--- src/hdl/assert_macros.svh ---
// ----------------------------------------------------------------------------
// Assertion macros for the suffix automaton RTL, used by sac_dp
// Clocked on clk, disabled while rst is high.
// ----------------------------------------------------------------------------
`ifndef ASSERT_MACROS_SVH
`define ASSERT_MACROS_SVH

`define SAC_ASSERT(lbl, prop, msg) \
  lbl: assert property (@(posedge clk) disable iff (rst) (prop)) else $error(msg);

`define SAC_ASSERT_IMP(lbl, ante, cons, msg) \
  lbl: assert property (@(posedge clk) disable iff (rst) (ante) |-> (cons)) else $error(msg);

`endif

--- src/hdl/sac_pkg.sv ---
// ----------------------------------------------------------------------------
// sac_pkg
// Sizes, symbol mapping, sequencer states, datapath operations, command and status
// structs and the transition address function.
package sac_pkg;

  localparam int MAX_TEXT = 1024;
  localparam int ALPHABET = 70;
  localparam int NSTATE   = 2 * MAX_TEXT + 2;
  localparam int ST_W     = $clog2(NSTATE);
  localparam int LEN_W    = $clog2(MAX_TEXT + 1);
  localparam int BK_AW    = $clog2(MAX_TEXT + 1);
  localparam int SYM_W    = $clog2(ALPHABET);
  localparam int TR_DEPTH = NSTATE * ALPHABET;
  localparam int TR_AW    = $clog2(TR_DEPTH);
  localparam int CNT_W    = 11;
  localparam logic [ST_W-1:0] ROOT = ST_W'(1);

  typedef enum logic [5:0] {
    OP_CLEAR, OP_IDLE, OP_AP_CHK, OP_AP_NEW, OP_W1, OP_W2, OP_Q1, OP_Q2,
    OP_CP_RD, OP_CP_WR, OP_R1, OP_R2, OP_LQ, OP_LC, OP_FIN,
    OP_Q_RD, OP_Q_ST, OP_Q_DEC, OP_CNT_RD, OP_EMIT_HIT, OP_EMIT_MISS, OP_EMIT_OVF,
    OP_RC_ML_RD, OP_RC_ML, OP_RC_CLR, OP_RC_H1, OP_RC_H2, OP_RC_H3,
    OP_RC_S1, OP_RC_S2, OP_RC_O1, OP_RC_O2, OP_RC_O3,
    OP_RC_G1, OP_RC_G2, OP_RC_G3, OP_RC_G4, OP_RC_DONE
  } dp_op_t;

  typedef enum logic [5:0] {
    S_CLEAR, S_IDLE, S_AP_CHK, S_AP_NEW, S_W1, S_W2, S_Q1, S_Q2,
    S_CP_RD, S_CP_WR, S_R1, S_R2, S_LQ, S_LC, S_FIN,
    S_Q_RD, S_Q_ST, S_Q_DEC, S_CNT_RD, S_EMIT_HIT, S_EMIT_MISS, S_EMIT_OVF,
    S_RC_ML_RD, S_RC_ML, S_RC_CLR, S_RC_H1, S_RC_H2, S_RC_H3,
    S_RC_S1, S_RC_S2, S_RC_O1, S_RC_O2, S_RC_O3,
    S_RC_G1, S_RC_G2, S_RC_G3, S_RC_G4, S_RC_DONE
  } state_t;

  typedef struct packed {
    dp_op_t op;
    logic   accept;
  } cmd_t;

  typedef struct packed {
    logic in_op;
    logic full;
    logic p_zero;
    logic tr_zero;
    logic tr_eq_q;
    logic len_match;
    logic k_last;
    logic i_eq_max;
    logic i_eq_scount;
    logic i_lt2;
    logic fin;
    logic qmissed;
    logic cvalid;
    logic clr_done;
    logic out_free;
  } sts_t;

  function automatic logic [SYM_W-1:0] map_symbol(input logic [7:0] b);
    logic [7:0] d;
    begin
      d = 8'd0;
      if (b >= 8'h61 && b <= 8'h7a) begin
        d = b - 8'h61;
      end else if (b >= 8'h41 && b <= 8'h5a) begin
        d = b - 8'h41 + 8'd26;
      end else if (b >= 8'h30 && b <= 8'h39) begin
        d = b - 8'h30 + 8'd52;
      end else begin
        d = 8'(ALPHABET - 1);
      end
      return d[SYM_W-1:0];
    end
  endfunction

  function automatic logic [TR_AW-1:0] tr_addr(input logic [ST_W-1:0] row,
                                               input logic [SYM_W-1:0] col);
    return TR_AW'(row) * TR_AW'(ALPHABET) + TR_AW'(col);
  endfunction

endpackage

--- src/hdl/sac_ctrl.sv ---
// ----------------------------------------------------------------------------
// sac_ctrl
// Sequencer for clear, append, query, recount and result steps of the suffix automaton.
// ----------------------------------------------------------------------------
module sac_ctrl import sac_pkg::*; (
  input  logic clk,
  input  logic rst,
  input  logic s_axis_tvalid,
  output logic s_axis_tready,
  input  sts_t sts,
  output cmd_t cmd
);

  state_t state, state_next;

  always_ff @(posedge clk) begin
    if (rst) begin
      state <= S_CLEAR;
    end else begin
      state <= state_next;
    end
  end

  always_comb begin
    state_next = state;
    case (state)
      S_CLEAR:     if (sts.clr_done) state_next = S_IDLE;
      S_IDLE:      if (s_axis_tvalid) state_next = sts.in_op ? S_Q_RD : S_AP_CHK;
      S_AP_CHK:    state_next = S_AP_NEW;
      S_AP_NEW:    state_next = sts.full ? S_EMIT_OVF : S_W1;
      S_W1:        state_next = sts.p_zero ? S_FIN : S_W2;
      S_W2:        state_next = sts.tr_zero ? S_W1 : S_Q1;
      S_Q1:        state_next = S_Q2;
      S_Q2:        state_next = sts.len_match ? S_FIN : S_CP_RD;
      S_CP_RD:     state_next = S_CP_WR;
      S_CP_WR:     state_next = sts.k_last ? S_R1 : S_CP_RD;
      S_R1:        state_next = sts.p_zero ? S_LQ : S_R2;
      S_R2:        state_next = sts.tr_eq_q ? S_R1 : S_LQ;
      S_LQ:        state_next = S_LC;
      S_LC:        state_next = S_FIN;
      S_FIN:       state_next = S_IDLE;
      S_Q_RD:      state_next = S_Q_ST;
      S_Q_ST:      state_next = S_Q_DEC;
      S_Q_DEC: begin
        if (!sts.fin) state_next = S_IDLE;
        else if (sts.qmissed) state_next = S_EMIT_MISS;
        else if (!sts.cvalid) state_next = S_RC_ML_RD;
        else state_next = S_CNT_RD;
      end
      S_CNT_RD:    state_next = S_EMIT_HIT;
      S_EMIT_HIT,
      S_EMIT_MISS,
      S_EMIT_OVF:  if (sts.out_free) state_next = S_IDLE;
      S_RC_ML_RD:  state_next = S_RC_ML;
      S_RC_ML:     state_next = S_RC_CLR;
      S_RC_CLR:    if (sts.i_eq_max) state_next = S_RC_H1;
      S_RC_H1:     state_next = S_RC_H2;
      S_RC_H2:     state_next = S_RC_H3;
      S_RC_H3:     state_next = sts.i_eq_scount ? S_RC_S1 : S_RC_H1;
      S_RC_S1:     state_next = S_RC_S2;
      S_RC_S2:     state_next = sts.i_eq_max ? S_RC_O1 : S_RC_S1;
      S_RC_O1:     state_next = S_RC_O2;
      S_RC_O2:     state_next = S_RC_O3;
      S_RC_O3:     state_next = sts.i_eq_scount ? S_RC_G1 : S_RC_O1;
      S_RC_G1:     state_next = sts.i_lt2 ? S_RC_DONE : S_RC_G2;
      S_RC_G2:     state_next = S_RC_G3;
      S_RC_G3:     state_next = S_RC_G4;
      S_RC_G4:     state_next = S_RC_G1;
      S_RC_DONE:   state_next = S_CNT_RD;
      default:     state_next = S_IDLE;
    endcase
  end

  always_comb begin
    cmd.accept    = 1'b0;
    s_axis_tready = 1'b0;
    case (state)
      S_CLEAR:     cmd.op = OP_CLEAR;
      S_IDLE: begin
        cmd.op        = OP_IDLE;
        s_axis_tready = 1'b1;
        cmd.accept    = s_axis_tvalid;
      end
      S_AP_CHK:    cmd.op = OP_AP_CHK;
      S_AP_NEW:    cmd.op = OP_AP_NEW;
      S_W1:        cmd.op = OP_W1;
      S_W2:        cmd.op = OP_W2;
      S_Q1:        cmd.op = OP_Q1;
      S_Q2:        cmd.op = OP_Q2;
      S_CP_RD:     cmd.op = OP_CP_RD;
      S_CP_WR:     cmd.op = OP_CP_WR;
      S_R1:        cmd.op = OP_R1;
      S_R2:        cmd.op = OP_R2;
      S_LQ:        cmd.op = OP_LQ;
      S_LC:        cmd.op = OP_LC;
      S_FIN:       cmd.op = OP_FIN;
      S_Q_RD:      cmd.op = OP_Q_RD;
      S_Q_ST:      cmd.op = OP_Q_ST;
      S_Q_DEC:     cmd.op = OP_Q_DEC;
      S_CNT_RD:    cmd.op = OP_CNT_RD;
      S_EMIT_HIT:  cmd.op = OP_EMIT_HIT;
      S_EMIT_MISS: cmd.op = OP_EMIT_MISS;
      S_EMIT_OVF:  cmd.op = OP_EMIT_OVF;
      S_RC_ML_RD:  cmd.op = OP_RC_ML_RD;
      S_RC_ML:     cmd.op = OP_RC_ML;
      S_RC_CLR:    cmd.op = OP_RC_CLR;
      S_RC_H1:     cmd.op = OP_RC_H1;
      S_RC_H2:     cmd.op = OP_RC_H2;
      S_RC_H3:     cmd.op = OP_RC_H3;
      S_RC_S1:     cmd.op = OP_RC_S1;
      S_RC_S2:     cmd.op = OP_RC_S2;
      S_RC_O1:     cmd.op = OP_RC_O1;
      S_RC_O2:     cmd.op = OP_RC_O2;
      S_RC_O3:     cmd.op = OP_RC_O3;
      S_RC_G1:     cmd.op = OP_RC_G1;
      S_RC_G2:     cmd.op = OP_RC_G2;
      S_RC_G3:     cmd.op = OP_RC_G3;
      S_RC_G4:     cmd.op = OP_RC_G4;
      S_RC_DONE:   cmd.op = OP_RC_DONE;
      default:     cmd.op = OP_IDLE;
    endcase
  end

endmodule

--- config.mk ---
export PLATFORM = sky130hd
export DESIGN_NAME = sac_ctrl
export DESIGN_NICKNAME = d
export VERILOG_FILES = /design/src/hdl/assert_macros.svh /design/src/hdl/sac_pkg.sv /design/src/hdl/sac_ctrl.sv
export SDC_FILE = /design/constraint.sdc
export NUM_CORES = 1
export LEC_CHECK = 0
export ABC_AREA = 1
export BUFFER_PORTS_ARGS = -buffer_cell sky130_fd_sc_hd__buf_2
export CELL_PAD_IN_SITES_DETAIL_PLACEMENT = 0
export CELL_PAD_IN_SITES_GLOBAL_PLACEMENT = 1
export CORE_AREA = 2 2 63 80
export DETAILED_ROUTE_END_ITERATION = 8
export DIE_AREA = 0 0 65 82
export PLACE_DENSITY = 0.63
export SYNTH_ARGS = -nofsm -noshare
export SYNTH_HDL_FRONTEND = slang
export SYNTH_SLANG_ARGS = --single-unit
--- constraint.sdc ---
create_clock -name clk -period 3.3 [get_ports clk]
set_input_delay 0 -clock clk [delete_from_list [all_inputs] [get_ports clk]]
set_output_delay 0 -clock clk [all_outputs]
set_load 0.02 [all_outputs]
==> metrics <==
most common cell after layout, fill and taps aside nand2_1; top flop regs state: 6 flops; Setup TNS Final 0 ns; Critical Path AT 2.05 ns; internal cell power 0.427 mW; Root Driver clkbuf_8; Final Hold Viols 0; Combinational Power Share 75.9%; Syn Nets 242; worst rel slew slack 58.7%; CP required 3.30 ns; Die Span Y 82 µm; CP endpoint kind output port; power after layout 1.08 mW; Die W 65 µm; Util after Layout 28.9%; Port-buffer cells 25; Sink Count 6; Worst IR Drop VDD 194 µV; final setup fails 0; FF+latch count, synth 6; PostCTS Resize Cnt 0; Clock Latency Late Sink 0.23 ns; Nets 269; # rows 28; # hold bufs at CTS 0; CP max FO 9; worst-margin pin slew 0.618 ns; final routed DRC violation total 0; RSZ-0062 raised after global routing no; DR WL/cell 15.1 µm; Pwr per Cell Area 813 nW/µm²; largest net degree at the start of global routing 17; Crit Path Class reg2out; Antenna diodes 0; number of global-route vias before repair 1568; area of the multi-input gates 878 µm²; Seq/Total Area, Yosys 10.9%; total global routing overflow 0; first-pass GRT wire length 7340 µm; drt pass-1 iters 5; CTS clk-pin slew, worst paths 0.04 ns; I/O pins 26; routability cong. 1.00; share of power burned in registers 13.4%; Area Overhead vs Synth 20.6%; setup bufs post-CTS 0; maximum root-to-sink buffer count 2; number of flip-flops under the largest register name 6; Core Area 4590 µm²; # fillers 549; CTS Buf Count 3; placed wire-length estimate 3820 µm; fin. max-slew vios 0; Starting Density 24.0%; Max-Cap Viols 0; share of power burned in the clock network 10.7%; post-synthesis cell area 1100 µm²; number of H-tree levels 1; Net Switching 0.652 mW; Switching Fraction 60.4%; Hold WC Path Type in2reg; Final min period 2.05 ns; vias 1647; Syn. warnings 0; Final Cycle Share 62.0%; commonest non-fill, non-tap cells in the layout 78 x nand2_1, 38 x nor2_1, 25 x buf_2; Leak 0.721 nW; share of cells above drive strength 1 17.3%; Starting DRT DRC Count 173; Vias/cell 5.33; Die ar. 5330 µm²; CTS tree built; register name with the most flops state; Cells after Synth 224; run status completed; Netlist cell types 21; syn avg cell area 4.91 µm²; fmax 489 MHz; gr usage total 18.0%; routed wire length 4660 µm; CP Launch Type flip-flop; Clock Skew 0.00799 ns; final antenna-violating net count 0; initial antenna violation count 0; FF/Latch Area 120 µm²
-- synth_stat cells --
library cell / instances / area (µm²)
o21a_1: 2 / 15.0
nor3_1: 13 / 65.1
o21ai_0: 7 / 35.0
nand3b_1: 3 / 22.5
inv_1: 16 / 60.1
o21bai_1: 1 / 7.51
nand3_1: 23 / 115
buf_2: 3 / 15.0
o2111ai_1: 1 / 8.76
nand4_2: 1 / 12.5
nor2_4: 2 / 22.5
o211ai_1: 3 / 22.5
a21oi_1: 9 / 45.0
nand2_2: 2 / 12.5
nand4_1: 5 / 31.3
nor2_1: 38 / 143
inv_2: 7 / 26.3
nor2_2: 3 / 18.8
a41oi_1: 1 / 8.76
dfxtp_1: 6 / 120
nand2_1: 78 / 293
-- power groups by stage --
stage	sequential, mW	clock, mW	combinational (mW)
2_1_floorplan	0.120	0	0.592
3_3_place_gp	0.148	0	0.839
3_5_place_dp	0.145	0	0.799
4_1_cts	0.144	0.116	0.802
5_1_grt	0.150	0.122	0.887
6_report	0.145	0.115	0.818
-- logic make-up (layout without fill, tap and decap cells) --
kind of cell	count (synthesis)	after routing	share of synthesized area, %
compound gates	24	24	13.0
buf+inv	26	51	9.22
flops	6	6	10.9
simple gates	168	168	66.9
-- per-layer routing --
metal  track usage [%]  vias to the layer above  part of all wire [%]
li1                  -                      794                     -
met1              18.6                      712                    35
met2              31.6                      108                    50
met3              3.42                       33                   8.4
met4              14.7                        0                   7.1
met5                 0                        -                     0
-- worst paths after layout --
check                 from  endpoint  slack, ns  cells past startpoint
hold reg to reg   state[2]  state[2]       0.56                      2
setup / recovery  state[1]    cmd[1]       1.25                     10
hold / removal         rst  state[1]       0.03                      2
setup reg to reg  state[5]  state[2]       1.25                      7
-- metrics by stage --
stage	cell area [µm²]	setup WS (ns)	instances	hold slack, ns
6_report	1330	1.25	309	0.0279
5_1_grt	1330	1.09	309	0.0426
4_1_cts	1330	1.32	309	0.0340
3_5_place_dp	1280	1.34	306	0.269
3_3_place_gp	1280	1.32	306	0.278
2_1_floorplan	1100	1.70	224	0.0691
-- worst max-delay path, stage by stage (launching register included) --
cell	delay, ns
dfxtp_1	0.53
inv_2	0.12
nand2_1	0.16
nor2_1	0.12
nand2_1	0.07
o21ai_0	0.09
nor3_1	0.17
nand3_1	0.10
nor3_1	0.19
nand3_1	0.10
buf_2	0.17
-- layout make-up --
class / count / share of cell area (%)
clock buffer: 3 / 3.11
multi-input combinational: 192 / 66.2
timing repair buffer: 25 / 9.43
inverter: 23 / 6.51
tap: 60 / 5.66
sequential: 6 / 9.06
Note: power is estimated with default switching activity, not from simulation.
